## src/hpp_pkg.sv

```systemverilog
package hpp_pkg;

	localparam int CHAR_W = 8;
	localparam int PORT_W = 16;
	localparam int LEN_W = 6;
	localparam int ACC_W = 17;
	localparam int PROD_W = 20;
	localparam int ADDR_CAP_DEF = 64;
	localparam int CFG_AW = 2;
	localparam int CFG_DW = 32;

	localparam logic [ACC_W-1:0] PORT_LIMIT = 17'd65535;

	localparam logic [CHAR_W-1:0] CH_COLON = 8'h3A;
	localparam logic [CHAR_W-1:0] CH_SLASH = 8'h2F;
	localparam logic [CHAR_W-1:0] CH_OPEN = 8'h5B;
	localparam logic [CHAR_W-1:0] CH_CLOSE = 8'h5D;
	localparam logic [CHAR_W-1:0] CH_ZERO = 8'h30;
	localparam logic [CHAR_W-1:0] CH_NINE = 8'h39;
	localparam logic [CHAR_W-1:0] CH_SPACE = 8'h20;
	localparam logic [CHAR_W-1:0] CH_TAB = 8'h09;
	localparam logic [CHAR_W-1:0] CH_CR = 8'h0D;

	localparam logic [1:0] PH_NONE = 2'd0;
	localparam logic [1:0] PH_COLON = 2'd1;
	localparam logic [1:0] PH_OTHER = 2'd2;

	localparam logic [CFG_AW-1:0] REG_DEFAULT_PORT = 2'd0;

	typedef struct packed {
		logic accepted;
		logic address_start;
		logic [LEN_W-1:0] address_length;
		logic [PORT_W-1:0] port_number;
	} verdict_t;

	function automatic logic is_space(input logic [CHAR_W-1:0] c);
		is_space = (c == CH_SPACE) || (c >= CH_TAB && c <= CH_CR);
	endfunction

endpackage

```

## src/hpp_if.sv

```systemverilog
interface hpp_char_if;
	logic valid;
	logic ready;
	logic [hpp_pkg::CHAR_W-1:0] character;
	logic last_char;

	modport source(output valid, output character, output last_char, input ready);
	modport sink(input valid, input character, input last_char, output ready);
endinterface

interface hpp_verdict_if;
	logic valid;
	logic ready;
	logic accepted;
	logic address_start;
	logic [hpp_pkg::LEN_W-1:0] address_length;
	logic [hpp_pkg::PORT_W-1:0] port_number;

	modport source(output valid, output accepted, output address_start,
		output address_length, output port_number, input ready);
	modport sink(input valid, input accepted, input address_start,
		input address_length, input port_number, output ready);
endinterface

```

## src/host_port_string_parser.sv

```systemverilog
// Host and port string parser.
// The chars channel carries one byte of a host string per word, with
// last_char set on the final byte. Every string yields exactly one word
// on the verdict channel: accepted, address_start, address_length and
// port_number. Bytes other than the last one produce nothing.
// A word accepted on chars is registered in the input register and
// evaluated there against the running string state; the verdict of a
// final byte is then registered in the verdict register, which drives
// verdict.valid. The block takes one byte per cycle unless a final byte
// waits for the verdict register, limited only by the single parse stage.
// When verdict is stalled, the block keeps taking bytes of the next
// string; only a final byte waits in the input register until the
// verdict register is free, and chars.ready then drops.
// default_port is written over the APB port at byte address 0.
// Reset clears default_port, the string state and both valid flags.
module host_port_string_parser #(
	parameter int ADDR_CAP = hpp_pkg::ADDR_CAP_DEF
) (
	input logic clk,
	input logic arst_n,
	hpp_char_if.sink chars,
	hpp_verdict_if.source verdict,
	input logic psel,
	input logic penable,
	input logic pwrite,
	input logic [hpp_pkg::CFG_AW-1:0] paddr,
	input logic [hpp_pkg::CFG_DW-1:0] pwdata,
	output logic [hpp_pkg::CFG_DW-1:0] prdata,
	output logic pready
);

	logic [hpp_pkg::PORT_W-1:0] default_port;
	logic res_free;
	logic res_load;
	hpp_pkg::verdict_t res;
	hpp_pkg::verdict_t res_q;
	logic res_valid_q;

	hpp_cfg u_cfg (
		.clk(clk),
		.arst_n(arst_n),
		.psel(psel),
		.penable(penable),
		.pwrite(pwrite),
		.paddr(paddr),
		.pwdata(pwdata),
		.prdata(prdata),
		.pready(pready),
		.default_port(default_port)
	);

	hpp_parse #(
		.ADDR_CAP(ADDR_CAP)
	) u_parse (
		.clk(clk),
		.arst_n(arst_n),
		.chars(chars),
		.res_free(res_free),
		.default_port(default_port),
		.res_load(res_load),
		.res(res)
	);

	assign res_free = ~res_valid_q | verdict.ready;

	always_ff @(posedge clk or negedge arst_n) begin
		if (!arst_n) begin
			res_valid_q <= 1'b0;
		end else if (res_free) begin
			res_valid_q <= res_load;
		end
	end

	always_ff @(posedge clk) begin
		if (res_load) begin
			res_q <= res;
		end
	end

	assign verdict.valid = res_valid_q;
	assign verdict.accepted = res_q.accepted;
	assign verdict.address_start = res_q.address_start;
	assign verdict.address_length = res_q.address_length;
	assign verdict.port_number = res_q.port_number;

	a_reject_clean: assert property (@(posedge clk) disable iff (!arst_n)
		res_valid_q && !res_q.accepted |-> !res_q.address_start && res_q.address_length == '0)
		else $error("rejected verdict carries address data");

	a_hold_verdict: assert property (@(posedge clk) disable iff (!arst_n)
		res_valid_q && !verdict.ready |=> res_valid_q && $stable(res_q))
		else $error("stalled verdict changed");

	a_no_overwrite: assert property (@(posedge clk) disable iff (!arst_n)
		res_load |-> res_free)
		else $error("verdict loaded over an untaken one");

endmodule

```

## src/hpp_cfg.sv

```systemverilog
module hpp_cfg (
	input logic clk,
	input logic arst_n,
	input logic psel,
	input logic penable,
	input logic pwrite,
	input logic [hpp_pkg::CFG_AW-1:0] paddr,
	input logic [hpp_pkg::CFG_DW-1:0] pwdata,
	output logic [hpp_pkg::CFG_DW-1:0] prdata,
	output logic pready,
	output logic [hpp_pkg::PORT_W-1:0] default_port
);

	logic [hpp_pkg::PORT_W-1:0] default_port_q;
	logic wr_en;

	assign pready = 1'b1;
	assign wr_en = psel & penable & pwrite & pready;

	always_ff @(posedge clk or negedge arst_n) begin
		if (!arst_n) begin
			default_port_q <= '0;
		end else if (wr_en) begin
			default_port_q <= pwdata[hpp_pkg::PORT_W-1:0];
		end
	end

	always_comb begin
		prdata = '0;
		unique case (paddr)
			hpp_pkg::REG_DEFAULT_PORT: prdata[hpp_pkg::PORT_W-1:0] = default_port_q;
			default: prdata = '0;
		endcase
	end

	assign default_port = default_port_q;

endmodule

```

## src/hpp_parse.sv

```systemverilog
module hpp_parse #(
	parameter int ADDR_CAP = hpp_pkg::ADDR_CAP_DEF
) (
	input logic clk,
	input logic arst_n,
	hpp_char_if.sink chars,
	input logic res_free,
	input logic [hpp_pkg::PORT_W-1:0] default_port,
	output logic res_load,
	output hpp_pkg::verdict_t res
);

	localparam int POS_W = $clog2(ADDR_CAP + 2);
	localparam logic [POS_W-1:0] POS_MAX = POS_W'(ADDR_CAP + 1);
	localparam logic [POS_W-1:0] LEN_CAP = POS_W'(ADDR_CAP);

	logic s1_valid;
	logic [hpp_pkg::CHAR_W-1:0] char_s1;
	logic last_s1;
	logic go;

	logic [POS_W-1:0] position_q, position_d;
	logic bracketed_q, bracketed_d;
	logic close_seen_q, close_seen_d;
	logic [1:0] phase_q, phase_d;
	logic [1:0] colon_count_q, colon_count_d;
	logic [POS_W-1:0] addr_len_q, addr_len_d;
	logic [hpp_pkg::ACC_W-1:0] accum_q, accum_d;
	logic digit_q, digit_d;
	logic bad_q, bad_d;
	logic over_q, over_d;
	logic [2*hpp_pkg::CHAR_W-1:0] prev_q, prev_d;
	logic reject_q, reject_d;

	logic feed;
	logic is_digit;
	logic [hpp_pkg::PROD_W-1:0] prod;
	logic ok;
	logic port_ok;

	assign go = s1_valid & (~last_s1 | res_free);
	assign chars.ready = ~s1_valid | go;
	assign res_load = go & last_s1;

	always_ff @(posedge clk or negedge arst_n) begin
		if (!arst_n) begin
			s1_valid <= 1'b0;
		end else if (chars.ready) begin
			s1_valid <= chars.valid;
		end
	end

	always_ff @(posedge clk) begin
		if (chars.ready && chars.valid) begin
			char_s1 <= chars.character;
			last_s1 <= chars.last_char;
		end
	end

	assign is_digit = (char_s1 >= hpp_pkg::CH_ZERO) && (char_s1 <= hpp_pkg::CH_NINE);
	assign prod = hpp_pkg::PROD_W'(accum_q) * hpp_pkg::PROD_W'(10)
		+ hpp_pkg::PROD_W'(char_s1 - hpp_pkg::CH_ZERO);

	always_comb begin
		position_d = position_q;
		bracketed_d = bracketed_q;
		close_seen_d = close_seen_q;
		phase_d = phase_q;
		colon_count_d = colon_count_q;
		addr_len_d = addr_len_q;
		reject_d = reject_q;
		feed = 1'b0;

		if (position_q == '0 && hpp_pkg::is_space(char_s1)) begin
			reject_d = 1'b1;
		end

		if (position_q == '0 && char_s1 == hpp_pkg::CH_OPEN) begin
			bracketed_d = 1'b1;
		end else if (bracketed_q) begin
			if (!close_seen_q) begin
				if (char_s1 == hpp_pkg::CH_CLOSE) begin
					close_seen_d = 1'b1;
					addr_len_d = position_q - POS_W'(1);
				end
			end else if (phase_q == hpp_pkg::PH_NONE) begin
				phase_d = (char_s1 == hpp_pkg::CH_COLON) ? hpp_pkg::PH_COLON
					: hpp_pkg::PH_OTHER;
			end else if (phase_q == hpp_pkg::PH_COLON) begin
				feed = 1'b1;
			end
		end else begin
			if (colon_count_q == 2'd0) begin
				if (char_s1 == hpp_pkg::CH_COLON) begin
					colon_count_d = 2'd1;
					addr_len_d = position_q;
				end
			end else begin
				if (char_s1 == hpp_pkg::CH_COLON) begin
					colon_count_d = 2'd2;
				end
				feed = 1'b1;
			end
		end

		if (char_s1 == hpp_pkg::CH_SLASH && prev_q[7:0] == hpp_pkg::CH_SLASH
			&& prev_q[15:8] == hpp_pkg::CH_COLON) begin
			reject_d = 1'b1;
		end
		prev_d = {prev_q[7:0], char_s1};
		if (position_q < POS_MAX) begin
			position_d = position_q + POS_W'(1);
		end

		if (last_s1 && hpp_pkg::is_space(char_s1)) begin
			reject_d = 1'b1;
		end
	end

	always_comb begin
		accum_d = accum_q;
		digit_d = digit_q;
		bad_d = bad_q;
		over_d = over_q;
		if (feed) begin
			if (is_digit) begin
				digit_d = 1'b1;
				if (!over_q) begin
					if (prod > hpp_pkg::PROD_W'(hpp_pkg::PORT_LIMIT)) begin
						over_d = 1'b1;
						accum_d = hpp_pkg::PORT_LIMIT + hpp_pkg::ACC_W'(1);
					end else begin
						accum_d = prod[hpp_pkg::ACC_W-1:0];
					end
				end
			end else begin
				bad_d = 1'b1;
			end
		end
	end

	always_comb begin
		ok = ~reject_d && addr_len_d != '0 && addr_len_d < LEN_CAP;
		if (bracketed_d) begin
			ok = ok && close_seen_d && phase_d != hpp_pkg::PH_OTHER;
		end else begin
			ok = ok && colon_count_d == 2'd1;
		end
		port_ok = digit_d && !bad_d && !over_d && accum_d != '0
			&& accum_d <= hpp_pkg::PORT_LIMIT;

		res.accepted = ok;
		res.address_start = ok & bracketed_d;
		res.address_length = ok ? hpp_pkg::LEN_W'(addr_len_d) : '0;
		res.port_number = (ok && port_ok) ? accum_d[hpp_pkg::PORT_W-1:0] : default_port;
	end

	always_ff @(posedge clk or negedge arst_n) begin
		if (!arst_n) begin
			position_q <= '0;
			bracketed_q <= 1'b0;
			close_seen_q <= 1'b0;
			phase_q <= hpp_pkg::PH_NONE;
			colon_count_q <= 2'd0;
			addr_len_q <= '0;
			accum_q <= '0;
			digit_q <= 1'b0;
			bad_q <= 1'b0;
			over_q <= 1'b0;
			prev_q <= '0;
			reject_q <= 1'b0;
		end else if (go) begin
			if (last_s1) begin
				position_q <= '0;
				bracketed_q <= 1'b0;
				close_seen_q <= 1'b0;
				phase_q <= hpp_pkg::PH_NONE;
				colon_count_q <= 2'd0;
				addr_len_q <= '0;
				accum_q <= '0;
				digit_q <= 1'b0;
				bad_q <= 1'b0;
				over_q <= 1'b0;
				prev_q <= '0;
				reject_q <= 1'b0;
			end else begin
				position_q <= position_d;
				bracketed_q <= bracketed_d;
				close_seen_q <= close_seen_d;
				phase_q <= phase_d;
				colon_count_q <= colon_count_d;
				addr_len_q <= addr_len_d;
				accum_q <= accum_d;
				digit_q <= digit_d;
				bad_q <= bad_d;
				over_q <= over_d;
				prev_q <= prev_d;
				reject_q <= reject_d;
			end
		end
	end

	a_pos_bound: assert property (@(posedge clk) disable iff (!arst_n)
		position_q <= POS_MAX)
		else $error("position ran past its saturation point");

	a_clear_after_last: assert property (@(posedge clk) disable iff (!arst_n)
		res_load |=> position_q == '0 && !reject_q && !bracketed_q)
		else $error("string state not cleared after the final word");

	a_over_sat: assert property (@(posedge clk) disable iff (!arst_n)
		over_q |-> accum_q == hpp_pkg::PORT_LIMIT + hpp_pkg::ACC_W'(1))
		else $error("port overflow without a saturated accumulator");

	a_hold_stalled: assert property (@(posedge clk) disable iff (!arst_n)
		s1_valid && !go |=> s1_valid && $stable(char_s1) && $stable(last_s1))
		else $error("stalled word lost from the input register");

endmodule

```

## src/flat_wrapper.sv

```systemverilog
// flat-port wrapper written by rule: the top's interface ports become plain ports
module host_port_string_parser_flat 
#(
	parameter int ADDR_CAP = hpp_pkg::ADDR_CAP_DEF
)
  (clk, arst_n, psel, penable, pwrite, paddr, pwdata, prdata, pready, chars_valid, chars_character, chars_last_char, chars_ready, verdict_valid, verdict_accepted, verdict_address_start, verdict_address_length, verdict_port_number, verdict_ready);
  hpp_char_if chars_i ();
  hpp_verdict_if verdict_i ();
  input logic clk;
  input logic arst_n;
  input logic psel;
  input logic penable;
  input logic pwrite;
  input logic [hpp_pkg::CFG_AW-1:0] paddr;
  input logic [hpp_pkg::CFG_DW-1:0] pwdata;
  output logic [hpp_pkg::CFG_DW-1:0] prdata;
  output logic pready;
  input wire logic [$bits(chars_i.valid)-1:0] chars_valid;
  input wire logic [$bits(chars_i.character)-1:0] chars_character;
  input wire logic [$bits(chars_i.last_char)-1:0] chars_last_char;
  output wire logic [$bits(chars_i.ready)-1:0] chars_ready;
  output wire logic [$bits(verdict_i.valid)-1:0] verdict_valid;
  output wire logic [$bits(verdict_i.accepted)-1:0] verdict_accepted;
  output wire logic [$bits(verdict_i.address_start)-1:0] verdict_address_start;
  output wire logic [$bits(verdict_i.address_length)-1:0] verdict_address_length;
  output wire logic [$bits(verdict_i.port_number)-1:0] verdict_port_number;
  input wire logic [$bits(verdict_i.ready)-1:0] verdict_ready;
  assign chars_i.valid = chars_valid;
  assign chars_i.character = chars_character;
  assign chars_i.last_char = chars_last_char;
  assign chars_ready = chars_i.ready;
  assign verdict_valid = verdict_i.valid;
  assign verdict_accepted = verdict_i.accepted;
  assign verdict_address_start = verdict_i.address_start;
  assign verdict_address_length = verdict_i.address_length;
  assign verdict_port_number = verdict_i.port_number;
  assign verdict_i.ready = verdict_ready;
  host_port_string_parser #(.ADDR_CAP(ADDR_CAP)) u_core (.clk(clk), .arst_n(arst_n), .chars(chars_i), .verdict(verdict_i), .psel(psel), .penable(penable), .pwrite(pwrite), .paddr(paddr), .pwdata(pwdata), .prdata(prdata), .pready(pready));
endmodule
```

## config.mk

```make
export PLATFORM = sky130hd
export DESIGN_NAME = host_port_string_parser_flat
export DESIGN_NICKNAME = d
export VERILOG_FILES = /design/src/hpp_pkg.sv /design/src/hpp_if.sv /design/src/host_port_string_parser.sv /design/src/hpp_cfg.sv /design/src/hpp_parse.sv /design/src/flat_wrapper.sv
export SDC_FILE = /design/constraint.sdc
export NUM_CORES = 1
export LEC_CHECK = 0
export BUFFER_PORTS_ARGS = -buffer_cell sky130_fd_sc_hd__buf_2
export CORE_ASPECT_RATIO = 0.5
export CORE_UTILIZATION = 23
export CTS_CLUSTER_DIAMETER = 120
export DETAILED_ROUTE_END_ITERATION = 8
export HOLD_SLACK_MARGIN = 0.08
export PLACE_DENSITY_LB_ADDON = 0.05
export RECOVER_POWER = 100
export SYNTH_ARGS = -nofsm -noshare
export SYNTH_HDL_FRONTEND = slang
export SYNTH_HIERARCHICAL = 1
export SYNTH_SLANG_ARGS = --single-unit
```

## constraint.sdc

```tcl
create_clock -name clk -period 12.45 [get_ports clk]
set_input_delay 0.6225 -clock clk [delete_from_list [all_inputs] [get_ports clk]]
set_output_delay 0.6225 -clock clk [all_outputs]
set_load 0.1 [all_outputs]
```

---- After elaboration in Yosys (flattened, before gate mapping) ----
Index checks and enable logic that the tools add are counted.
cells by class
  order comparisons ....................... 8
  add/subtract/negate cells ............... 4
  bitwise operators ....................... 12
  eq/ne operators ......................... 10
  reduce and logical (&&, ||, !) cells .... 29
  div/mod/pow operators ................... 0
  shift operators ......................... 0
  multipliers ............................. 1
  muxes and demuxes ....................... 58
operators by type and width
  cell                                                               count
  two-way mux 17 bit                                                 5
  two-way mux 7 bit                                                  9
  two-way mux 16 bit                                                 3
  equality test 8 x 6 -> 1 bit (second input constant)               5
  two-way mux 1 bit                                                  29
  two-way mux 2 bit                                                  12
  adder 20 bit                                                       1
  greater-than comparator 20 x 16 -> 1 bit (second input constant)   1
  multiplier 17 x 3 -> 19 bit (second input constant)                1
  logical AND 1 bit                                                  18
  less-or-equal comparator 17 x 16 -> 1 bit (second input constant)  1
  nonzero test 17 bit                                                1
  equality test 8 x 7 -> 1 bit (second input constant)               2
  < comparator 7 bit (second input constant)                         2
  subtractor 8 x 6 -> 9 bit (second input constant)                  1
  >= comparator 8 x 4 -> 1 bit (second input constant)               1
  >= comparator 8 x 6 -> 1 bit (second input constant)               1
  less-or-equal comparator 8 x 4 -> 1 bit (second input constant)    1
  less-or-equal comparator 8 x 6 -> 1 bit (second input constant)    1
  adder 7 x 1 -> 7 bit (second input constant)                       1
  logical NOT 7 bit                                                  1
  nonzero test 7 bit                                                 1
  subtractor 7 x 1 -> 7 bit (second input constant)                  1
  logical NOT 2 bit                                                  3
  9 further kinds                                                    20
storage, ports and cells
  flip-flop bits (word level) ............. 108
  ROM bits ................................ 0
  latch bits .............................. 0
  output and inout port bits .............. 59
  memories kept ........................... 0
  memory bits (writable) .................. 0

---- Logic depth before layout (Yosys ltp) ----
Gate-level depths: netlist (run 1).
  depth after elaboration ................. 15
  mapped depth ............................ 25
  depth with buffers taken out ............ 24

---- By module ----
Netlist (run 1), hierarchy kept.
modules (own cells, without submodules)
  module                   cells each  sequential area each (µm²)  area each (µm²)  instances
  hpp_parse                670         1721.7                      5716.7           1
  hpp_cfg                  71          400.4                       889.6            1
  host_port_string_parser  27          745.7                       768.2            1

---- Least setup slack after synthesis (run 1) ----
No wires, ideal clock.
  path kind ............................... flip-flop to flip-flop
  from .................................... reg u_core/u_parse/accum_q[1] (netlist bit)
  to ...................................... reg u_core.res_q, in the netlist u_core/verdict.port_number[10] (data pin)
  buffers on the path ..................... 1
  period minus slack after synthesis ...... 5946 ps
  data required time ...................... 12190 ps
  slack ................................... 6504 ps
  arrival time ............................ 5686 ps
  cell stages (with the launch flop) ...... 24
  path through ............................ dfrtp_1 -> ha_1 -> ha_1 -> fa_1 -> a21o_1 -> a21oi_1 -> o21bai_1 -> a21oi_1 -> o21bai_1 -> a41o_1 -> o41ai_1 -> xnor2_1 -> ha_1 -> nand2_1 -> nor4_1 -> o311ai_0 -> nand3_1 -> xnor2_1 -> o221ai_1 -> nor4b_2 -> o2111ai_1 -> a2111oi_4 -> buf_6 -> mux2_4
RTL lines
  what                      line                           RTL
  start: declaration        hpp_parse.sv:28                logic [hpp_pkg::ACC_W-1:0] accum_q, accum_d;
  start signal: assignment  hpp_parse.sv:193               accum_q <= accum_d;
  end signal: assignment    host_port_string_parser.sv:76  res_q <= res;
  end: declaration          host_port_string_parser.sv:36  hpp_pkg::verdict_t res_q;

==> run metrics, run 1 <==
status=complete, but fails checks; failing checks=max-capacitance violations, max-slew violations; CP required=12.57 ns; Critical Path Sink Type=flip-flop; post-DP HPWL=15400 µm; Final setup viols=0; cell mode on critical path=ha_1; initial antenna violation count=0; count of cell types in the netlist=80; Layout Nets=933; hold worst-path end=u_core/u_parse/char_s1[4]$_DFFE_PP_; clk slew on worst S/H paths=0.08 ns; TritonRoute pass-1 iters=5; Vias=5757; layout cell share with drive strength beyond 1=0.0892; Critical R2R Capture=u_core/verdict.port_number[4]$_DFFE_PP_; Detailed Route Iter0 Violations=336; final setup TNS=0 ns; Port Buf Inserts=75; Clock Skews=0.0134 ns; CTS Root Buffer Type=clkbuf_16; worst flop-to-flop path startpoint=u_core/u_parse/accum_q[1]$_DFFE_PN0P_; Max-cap violations=5; Net Switching=0.000357 W; Synth area leader=dfrtp_1; first-pass GRT wire length=32800 µm; H-Tree Depth=3; slew of the pin with the lowest slew margin=3.20 ns; Async SR Flop Fraction=0.694; delay-heaviest family, CP=compound AO/OA/AOI/OAI gates; sw frac=0.368; fmax=119 MHz; mean number of vias per cell=4.59; Post-CTS Setup Bufs=0; worst reg2reg path depth=23; Starting Density=0.239; Power Density=118 nW/µm²; Hold Startpoint=chars_character[4]; chip height=129 µm; Syn-to-layout area delta=11.5%; leakage=3.53 nW; crit-path max FO=16; maximum VDD drop=0.0000697 V; largest stage delay on the critical path=1.18 ns; Core Footprint=30900 µm²; RSZ-0062 raised after global routing=false; die area=32800 µm²; Inserted Diodes=0; TritonCTS clock tree=built; Yosys warning count=6; Ports=109; clk_lat worst skew=0.38 ns; Comb power frac=0.245; Final Cycle Share=0.674; final std cells w/o fill=1253; Slowest cell on crit path=nor4b_1; internal power=0.000612 W; Synth top area share=0.254; Final Wtd Congestion=0.742; CTS resizes=0; grt total ovfl=0; post-route ant nets=0; Final Hold Viols=0; Most used DFF post-synth=dfrtp_1; arrival time at the worst endpoint=8.51 ns; crit start category=flip-flop; placed insts=1237; CTS Buf Count=9; Yosys reg bits=108; Clk pwr share=0.306; synth top area cells=dfrtp_1 (25%), edfxtp_1 (13%), ha_1 (9.5%); Wirelength per Cell=16.6 µm; Die W=255 µm; Max-slew headroom=-1.13; register area share after synthesis=0.389; largest net degree at the start of global routing=54; Avg Inst Size Synth=9.60 µm²; CP Buf/Inv Count=1; R2R setup slack=4.06 ns; # clock sinks=108; maximum root-to-sink buffer count=2; EDFF count, synth=33; hold buffers post-CTS=0; fin crit period=8.39 ns; CP cell instances=ha_1 -> ha_1 -> fa_1 -> a21o_1 -> a21oi_1 -> o21bai_1 -> a21oi_1 -> o21bai_1 -> a41o_1 -> o41ai_1 -> xnor2_1 -> ha_1 -> nand2_1 -> nor4_1 -> o311ai_0 -> nand3_1 -> xnor2_1 -> o221ai_1 -> nor4b_1 -> o2111ai_1 -> a2111oi_4 -> clkbuf_1 -> mux2_2; fin. max-slew vios=163; Hold Path Stages=1; Seq pwr share=0.449; vias in the first global route=5665; hold crit path type=input port to flip-flop; Row Count=45; mapped cell area=7370 µm²; Crit Path Class=flip-flop to flip-flop; final wirelength=20800 µm; DR DRC count=0; Post-Syn Instances=768; GR Util All Layers=0.132
[cell families after synthesis]
| kind of cell | count (synthesis) | share of synthesized area |
|---|---|---|
| compound gates | 188 | 0.167 |
| buf+inv | 70 | 0.0484 |
| mux | 33 | 0.0606 |
| fa+ha+maj | 58 | 0.100 |
| other cells | 2 | 0.00102 |
| simple gates | 276 | 0.194 |
| flops | 108 | 0.389 |
| xor+xnor | 33 | 0.0392 |
[placed cells by master, fill, tap and decap left out, types with 11 or more instances in the layout]
cell,netlist,layout
xor2_1,13,13
and2_1,19,17
o21ai_0,46,46
conb_1,2,17
nand2_1,95,95
nor2_1,50,50
xnor2_1,20,20
a21oi_1,50,50
nand3b_1,14,14
clkbuf_1,21,49
buf_2,5,32
inv_1,21,21
mux2_1,0,19
dfrtp_1,75,75
ha_1,56,56
mux2_2,13,13
nand3_1,20,21
edfxtp_1,33,33
nor3_1,12,12
o31ai_1,21,21
nand2b_1,11,11
[sequential cells by signal (all words and copies together), names as in the netlist, 2 cells and up]
register                       flops
u_core/u_parse/colon_count_q       2
u_core/u_parse/addr_len_q          7
u_core/u_parse/accum_q            17
u_core/u_parse/char_s1             8
u_core/verdict.port_number        16
u_core/u_parse/position_q          7
u_core/u_cfg/default_port         16
u_core/verdict.address_length      6
u_core/u_parse/prev_q             16
u_core/u_parse/phase_q             2
[how the worst max path moves through the flow]
| stage | from | to | slack [ns] | depth (start not counted) |
|---|---|---|---|---|
| finish | u_core/u_parse/accum_q[1]$_DFFE_PN0P_ | u_core/verdict.port_number[4]$_DFFE_PP_ | 4.06 | 23 |
| floorplan | u_core/u_parse/accum_q[1]$_DFFE_PN0P_ | u_core/verdict.port_number[10]$_DFFE_PP_ | 6.50 | 23 |
| global placement | u_core/u_parse/accum_q[1]$_DFFE_PN0P_ | u_core/verdict.port_number[0]$_DFFE_PP_ | 4.89 | 23 |
| global route | u_core/u_parse/accum_q[1]$_DFFE_PN0P_ | u_core/verdict.port_number[4]$_DFFE_PP_ | 3.30 | 23 |
| detailed placement | u_core/u_parse/accum_q[1]$_DFFE_PN0P_ | u_core/verdict.port_number[4]$_DFFE_PP_ | 4.94 | 23 |
| CTS | u_core/u_parse/accum_q[1]$_DFFE_PN0P_ | u_core/verdict.port_number[4]$_DFFE_PP_ | 4.90 | 23 |
[power by group through the flow]
stage               clock [W]  sequential (W)  combinational, W
floorplan                   0        0.000463          0.000177
global placement            0        0.000444          0.000254
detailed placement          0        0.000444          0.000254
CTS                  0.000314        0.000436          0.000254
global route         0.000323        0.000441          0.000258
finish               0.000297        0.000435          0.000237
[Yosys cell counts, drive strengths merged (2+ instances only)]
master and count:
clkbuf 22, nor4b 4, nand3b 14, nand4 6, inv 21, nor2 51
o221ai 2, a21oi 50, o22ai 2, nand4b 3, xor2 13, xnor2 20
nand2b 13, edfxtp 33, o21ai 49, and3 5, o41ai 2, dfrtp 75
a32o 2, a211oi 2, a221o 2, and4 2, or2 5, nor4 9
fa 2, a22o 6, o21a 6, nand3 21, buf 27, a22oi 3
or3 5, conb 2, nand2 95, nor3b 2, o31ai 21, and2 19
mux2 33, nor2b 4, a31oi 5, nor3 13, ha 56, o21bai 7
nand4bb 2, a21o 10, o211ai 5
[cell type report]
| type | count | area (µm²) |
|---|---|---|
| repair buffers | 80 | 344 |
| fillers | 3316 | 22700 |
| clock inverters | 5 | 53.8 |
| flip-flops and latches | 108 | 2870 |
| inverters | 21 | 78.8 |
| clock buffers | 11 | 233 |
| multi-input cells | 605 | 4120 |
| well taps | 423 | 529 |
[stage by stage]
step                utilization  setup WS, ns  cell area (µm²)  hold WS, ns  total power [W]
floorplan                     -          6.50             7430        0.327         0.000640
detailed placement        0.262          4.94             8100        0.457         0.000697
finish                    0.266          4.06             8220        0.419         0.000969
CTS                       0.271          4.90             8390        0.128          0.00100
global placement          0.262          4.89             8100        0.453         0.000697
global route              0.266          3.30             8220        0.397          0.00102
[metal layers]
metal  vias to the layer above  wire (µm)  share of wire  global-route usage
met2                        63       9570           0.46               0.205
met1                      2822      10500           0.50               0.186
li1                       2862          -              -                   -
met3                        10        596          0.029              0.0295
met4                         0        184         0.0088              0.0285
met5                         -          0              0                   0
(Power assumes the default switching activity.)
==> inputs of run 2 (changes only) <==
--- a/config.mk
+++ b/config.mk
@@ -5,6 +5,7 @@
 export SDC_FILE = /design/constraint.sdc
 export NUM_CORES = 1
 export LEC_CHECK = 0
+export ABC_AREA = 1
 export BUFFER_PORTS_ARGS = -buffer_cell sky130_fd_sc_hd__buf_2
 export CORE_ASPECT_RATIO = 0.5
 export CORE_UTILIZATION = 23
==> constraint.sdc (replaced) <==
create_clock -name clk -period 7.2 [get_ports clk]
set_input_delay 0.36 -clock clk [delete_from_list [all_inputs] [get_ports clk]]
set_output_delay 0.36 -clock clk [all_outputs]
set_load 0.1 [all_outputs]
==> run 2 against run 1 <==
Effect of this change:
- sequential power increased by 65%
- sequential cell count is the same
- largest power group unchanged
- critical path type unchanged
- cell count grew 22%
- clock power grew 64%
- via count grew 16%
- fmax up 40%
- the flow still finishes with violations (max-capacitance violations, max-slew violations)
- synthesized cell count rose by 32%
- combinational power rose by 62%
- sequential share of layout area decreased by 2.1 points
- area after synthesis increased by 7.6%
==> run metrics, run 2 <==
Die W=265 µm; post-DP HPWL=18800 µm; slew of the pin with the lowest slew margin=4.00 ns; Avg Inst Size Synth=7.80 µm²; Starting Density=0.237; most frequent cell after synthesis=nand2_1; Final Wtd Congestion=0.781; Ports=109; Wirelength per Cell=15.8 µm; leading cell type in the layout, fill and taps excluded=nand2_1; Syn-to-layout area delta=10.4%; final std cells w/o fill=1523; Row Count=47; Vias=6680; maximum root-to-sink buffer count=2; post-route ant nets=0; largest net degree at the start of global routing=68; CTS resizes=0; # clock sinks=108; initial antenna violation count=0; Inserted Diodes=0; Core Footprint=33500 µm²; RSZ-0062 raised after global routing=false; status=complete, but fails checks; internal power=0.000991 W; H-Tree Depth=3; sw frac=0.376; EDFF count, synth=33; Slowest cell on crit path=clkbuf_1; mapped cell area=7940 µm²; Final setup viols=0; Final Hold Viols=0; count of cell types in the netlist=53; Final Cycle Share=0.831; Biggest register=u_core/u_parse/accum_q; fin. max-slew vios=132; TritonCTS clock tree=built; Seq pwr share=0.452; Power Density=181 nW/µm²; Comb power frac=0.242; Max-cap violations=3; Crit Path Class=flip-flop to flip-flop; max reg flops=17; final wirelength=24100 µm; Async SR Flop Fraction=0.694; maximum VDD drop=0.0000959 V; leakage=4.28 nW; GR Util All Layers=0.142; TritonRoute pass-1 iters=5; die area=35300 µm²; fmax=167 MHz; Post-Syn Instances=1017; Max-slew headroom=-1.66; CP cell instances=clkinv_1 -> o21ai_0 -> clkbuf_1 -> inv_1 -> clkbuf_1 -> nand2_1 -> o21ai_0 -> inv_1 -> nor3_1 -> and3_1 -> nand2_1 -> a21oi_1; Most used DFF post-synth=dfrtp_1; register area share after synthesis=0.361; pre-CTS setup slack=1.56 ns; grt total ovfl=0; Clk pwr share=0.306; failing checks=max-capacitance violations, max-slew violations; fin crit period=5.99 ns; synth top area cells=dfrtp_1 (24%), edfxtp_1 (12%), nand2_1 (12%); CP required=7.43 ns; vias in the first global route=6604; CTS Buf Count=9; Synth top area share=0.236; Hold WS=0.164 ns; final worst setup slack=1.21 ns; clk slew on worst S/H paths=0.08 ns; Yosys reg bits=108; Layout Nets=1185; Final Util=0.261; Yosys warning count=6; placed insts=1506; chip height=133 µm; crit-path max FO=35; crit start category=flip-flop; most frequent cells after synthesis=nand2_1 (257), inv_1 (108), nor2_1 (76); hold crit path type=input port to flip-flop; layout cell share with drive strength beyond 1=0.113; Synth area leader=dfrtp_1; clk_lat worst skew=0.37 ns; largest stage delay on the critical path=1.21 ns; Detailed Route Iter0 Violations=285; final setup TNS=0 ns; arrival time at the worst endpoint=6.22 ns; CTS Root Buffer Type=clkbuf_16; mean number of vias per cell=4.39; first-pass GRT wire length=38500 µm; Net Switching=0.000598 W; Port Buf Inserts=75; most frequent cells in the layout=nand2_1 (264), inv_1 (109), nor2_1 (78), dfrtp_1 (75), nand3_1 (63); DR DRC count=0; Clock Skews=0.0125 ns; Critical Path Sink Type=flip-flop
-- run 2: path summary, 6_finish.rpt --
kind / end / from / cells after the start / slack (ns)
max in group asynchronous: u_core/u_cfg/default_port[8]$_DFFE_PN0P_ / arst_n / 3 / 2.57
worst max-delay path: u_core/u_parse/position_q[6]$_DFFE_PN0P_ / u_core/u_parse/last_s1$_DFFE_PP_ / 12 / 1.21
worst min-delay path: u_core/u_parse/last_s1$_DFFE_PP_ / chars_last_char / 1 / 0.16
worst max register to register: u_core/u_parse/position_q[6]$_DFFE_PN0P_ / u_core/u_parse/last_s1$_DFFE_PP_ / 12 / 1.21
worst min register to register: u_core/u_parse/prev_q[10]$_DFFE_PN0P_ / u_core/u_parse/prev_q[10]$_DFFE_PN0P_ / 2 / 0.50
min in group asynchronous: u_core/u_parse/accum_q[14]$_DFFE_PN0P_ / arst_n / 2 / 0.45
-- run 2: cell families after synthesis --
group / count (synthesis) / share of synthesized area
DFF: 108 / 0.361
buffers and inverters: 170 / 0.100
other: 2 / 0.000946
adders and majority gates: 58 / 0.0933
AOI/OAI and AO/OA: 138 / 0.0982
and+or+nand+nor: 520 / 0.323
xor gates and xnor gates: 21 / 0.0232
-- run 2: layout make-up --
cell class              count  area (µm²)
multi-input cells         754        4240
well taps                 441         552
clock buffers               9         225
repair buffers             81         357
fillers                  3739       24800
inverters                 123         467
flip-flops and latches    108        2870
clock inverters             7        50.0
-- run 2: power by group through the flow --
stage	Combinational (W)	Sequential [W]	Clock (W)
6_report	0.000385	0.000718	0.000487
2_1_floorplan	0.000256	0.000791	0
5_1_grt	0.000420	0.000725	0.000536
3_3_place_gp	0.000400	0.000735	0
3_5_place_dp	0.000400	0.000735	0
4_1_cts	0.000401	0.000722	0.000520
-- run 2: timing repair --
item / 4_1_cts / 5_1_grt
endpoints found under the hold margin: 8 / 0
hold buffers: 1 / 0
setup buffers: 0 / 0
setup endpoints to repair: 0 / 0
-- run 2: worst max-delay path, delay by kind of cell (launching register included) --
family	cells	cell delay, ns
AOI/OAI and AO/OA	3	0.87
buffers and inverters	5	3.67
and+or+nand+nor	4	0.91
DFF	1	0.38
-- run 2: stage by stage --
| step | power, W | area [µm²] |
|---|---|---|
| after floorplan | 0.00105 | 7990 |
| after global placement | 0.00113 | 8640 |
| after detailed placement | 0.00113 | 8640 |
| after CTS | 0.00164 | 8920 |
| after global routing | 0.00168 | 8760 |
| final | 0.00159 | 8760 |
-- run 2: layer usage --
layer  share of wire  track usage  routed length (µm)  up-vias
li1                -            -                   -     3431
met1            0.53        0.209               12700     3151
met2            0.43        0.213               10500       77
met3           0.023       0.0220                 547       21
met4           0.014       0.0385                 332        0
met5               0            0                   0        -
==> inputs of run 3 (changes only) <==
--- a/config.mk
+++ b/config.mk
@@ -5,7 +5,7 @@
 export SDC_FILE = /design/constraint.sdc
 export NUM_CORES = 1
 export LEC_CHECK = 0
-export ABC_AREA = 1
+export ABC_AREA = 0
 export BUFFER_PORTS_ARGS = -buffer_cell sky130_fd_sc_hd__buf_2
 export CORE_ASPECT_RATIO = 0.5
 export CORE_UTILIZATION = 23
==> constraint.sdc (replaced) <==
create_clock -name clk -period 5.6 [get_ports clk]
set_input_delay 0.28 -clock clk [delete_from_list [all_inputs] [get_ports clk]]
set_output_delay 0.28 -clock clk [all_outputs]
set_load 0.1 [all_outputs]
==> run 3 against run 2 <==
Effect of this change:
- the run ends with max-capacitance violations, max-slew violations, negative setup slack left
- combinational power is 54% higher
- highest routed layer unchanged
- cell area is 4.0% higher
- sequential power is 35% higher
- wire length is 10% lower
- power is 38% higher
==> run metrics, run 3 (same netlist as run 1, synthesis figures left out) <==
Final Wtd Congestion=0.791; Ports=109; fin. max-slew vios=152; Final setup viols=16; maximum VDD drop=0.000146 V; chip height=129 µm; final worst setup slack=-0.134 ns; vias in the first global route=5945; grt total ovfl=0; CP required=5.72 ns; leading cell type in the layout, fill and taps excluded=nand2_1; DR DRC count=0; max reg flops=17; Port Buf Inserts=75; layout cell share with drive strength beyond 1=0.193; Inserted Diodes=0; Row Count=45; clk slew on worst S/H paths=0.07 ns; largest stage delay on the critical path=0.41 ns; clk_lat worst skew=0.37 ns; Critical Path Sink Type=flip-flop; RSZ-0062 raised after global routing=true; Final Cycle Share=1.02; post-DP HPWL=16300 µm; fmax=174 MHz; Detailed Route Iter0 Violations=262; CP Buf/Inv Count=4; most frequent cells in the layout=nand2_1 (93), dfrtp_1 (74), buf_4 (56), clkbuf_1 (49), nor2_1 (49); fin crit period=5.73 ns; Vias=5972; post-route ant nets=0; Crit Path Class=flip-flop to flip-flop; crit start category=flip-flop; R2R setup slack=-0.13 ns; delay-heaviest family, CP=compound AO/OA/AOI/OAI gates; hold crit path type=input port to flip-flop; largest net degree at the start of global routing=45; Biggest register=u_core/u_parse/accum_q; initial antenna violation count=0; status=complete, but fails checks; final std cells w/o fill=1324; fillers=3284; Wirelength per Cell=16.3 µm; CTS Root Buffer Type=clkbuf_16; die area=32800 µm²; CP cell instances=buf_4 -> ha_4 -> ha_4 -> o21ai_1 -> o21bai_1 -> or3_1 -> a31o_4 -> a21o_1 -> a21oi_2 -> xnor2_1 -> ha_1 -> a21o_1 -> o2bb2ai_1 -> o41ai_2 -> nand3_1 -> xnor2_1 -> o221ai_2 -> nor4b_4 -> buf_4 -> o2111ai_4 -> a2111oi_4 -> buf_6 -> buf_12 -> mux2_2; arrival time at the worst endpoint=5.85 ns; Max-cap violations=4; failing checks=max-capacitance violations, max-slew violations, negative setup slack; TritonRoute pass-1 iters=4; crit-path max FO=8; Layout Nets=1004; GR Util All Layers=0.136; slew of the pin with the lowest slew margin=2.68 ns; Die W=255 µm; Clock Skews=0.0111 ns; Power Density=240 nW/µm²; H-Tree Depth=3; final wirelength=21500 µm; Syn-to-layout area delta=23.5%; TritonCTS clock tree=built; Starting Density=0.239; Core Footprint=30900 µm²; Final Hold Viols=0; leakage=3.96 nW; Final Util=0.295; # clock sinks=108; maximum root-to-sink buffer count=2; mean number of vias per cell=4.51; first-pass GRT wire length=33900 µm; CTS Buf Count=9; placed insts=1284; Slowest cell on crit path=dfrtp_1; Max-slew headroom=-0.789
## run 3: changes by cell type in the layout (fill, tap and decap cells not counted), moves of 29 or more
cell | previous run | this run
buf_4 | 2 | 56
inv_1 | 109 | 21
nand2_1 | 264 | 93
nand3_1 | 63 | 21
nand4_1 | 39 | 6
nor2_1 | 78 | 49
## run 3: final cells by class
type                    count  area, µm²  share of cell area
clock inverters             4       30.0             0.00330
clock buffers              12        246              0.0271
inverters                  21       78.8             0.00865
flip-flops and latches    108       2870               0.315
well taps                 423        529              0.0581
repair buffers            151        957               0.105
multi-input cells         605       4400               0.483
## run 3: path summary, 6_finish.rpt
| path | start | end | depth (start not counted) |
|---|---|---|---|
| max in group asynchronous | arst_n | u_core/u_cfg/default_port[4]$_DFFE_PN0P_ | 3 |
| worst min register to register | u_core/u_parse/prev_q[14]$_DFFE_PN0P_ | u_core/u_parse/prev_q[14]$_DFFE_PN0P_ | 2 |
| worst max register to register | u_core/u_parse/accum_q[3]$_DFFE_PN0P_ | u_core/verdict.port_number[1]$_DFFE_PP_ | 24 |
| min in group asynchronous | arst_n | u_core/u_parse/prev_q[11]$_DFFE_PN0P_ | 2 |
| worst max-delay path | u_core/u_parse/accum_q[3]$_DFFE_PN0P_ | u_core/verdict.port_number[1]$_DFFE_PP_ | 24 |
| worst min-delay path | pwdata[6] | u_core/u_cfg/default_port[6]$_DFFE_PN0P_ | 2 |
## run 3: power breakdown
part / internal [W] / switching [W]
clock network: 0.000319 / 0.000312
logic: 0.000180 / 0.000412
registers: 0.000887 / 0.0000802
total: 0.00139 / 0.000805
## run 3: what timing repair did
action                                  CTS  global route
gates resized for setup                   9            22
pin swaps                                14            23
hold buffers                             11             0
endpoints found under the setup margin   16            32
hold endpoints to repair                 41             0
gates cloned                              1             0
buffers inserted                          6             6
## run 3: metrics by stage
step	setup TNS (ns)	instance area, µm²	worst slack, ns	hold slack (ns)	power, W
2_1_floorplan	0	7470	0.0319	-0.0156	0.00142
3_3_place_gp	-5.78	8520	-0.382	0.275	0.00158
5_1_grt	-7.06	9110	-0.466	0.105	0.00231
3_5_place_dp	-6.39	8520	-0.422	0.263	0.00158
6_report	-1.70	9110	-0.134	0.123	0.00219
4_1_cts	-4.94	9030	-0.335	0.114	0.00225
## run 3: metal layers
metal | track usage | vias to the layer above | wire length, µm
met5 | 0 | - | 0
met4 | 0.0306 | 0 | 201
met3 | 0.0279 | 14 | 524
met2 | 0.213 | 67 | 9930
met1 | 0.191 | 2879 | 10900
li1 | - | 3012 | -
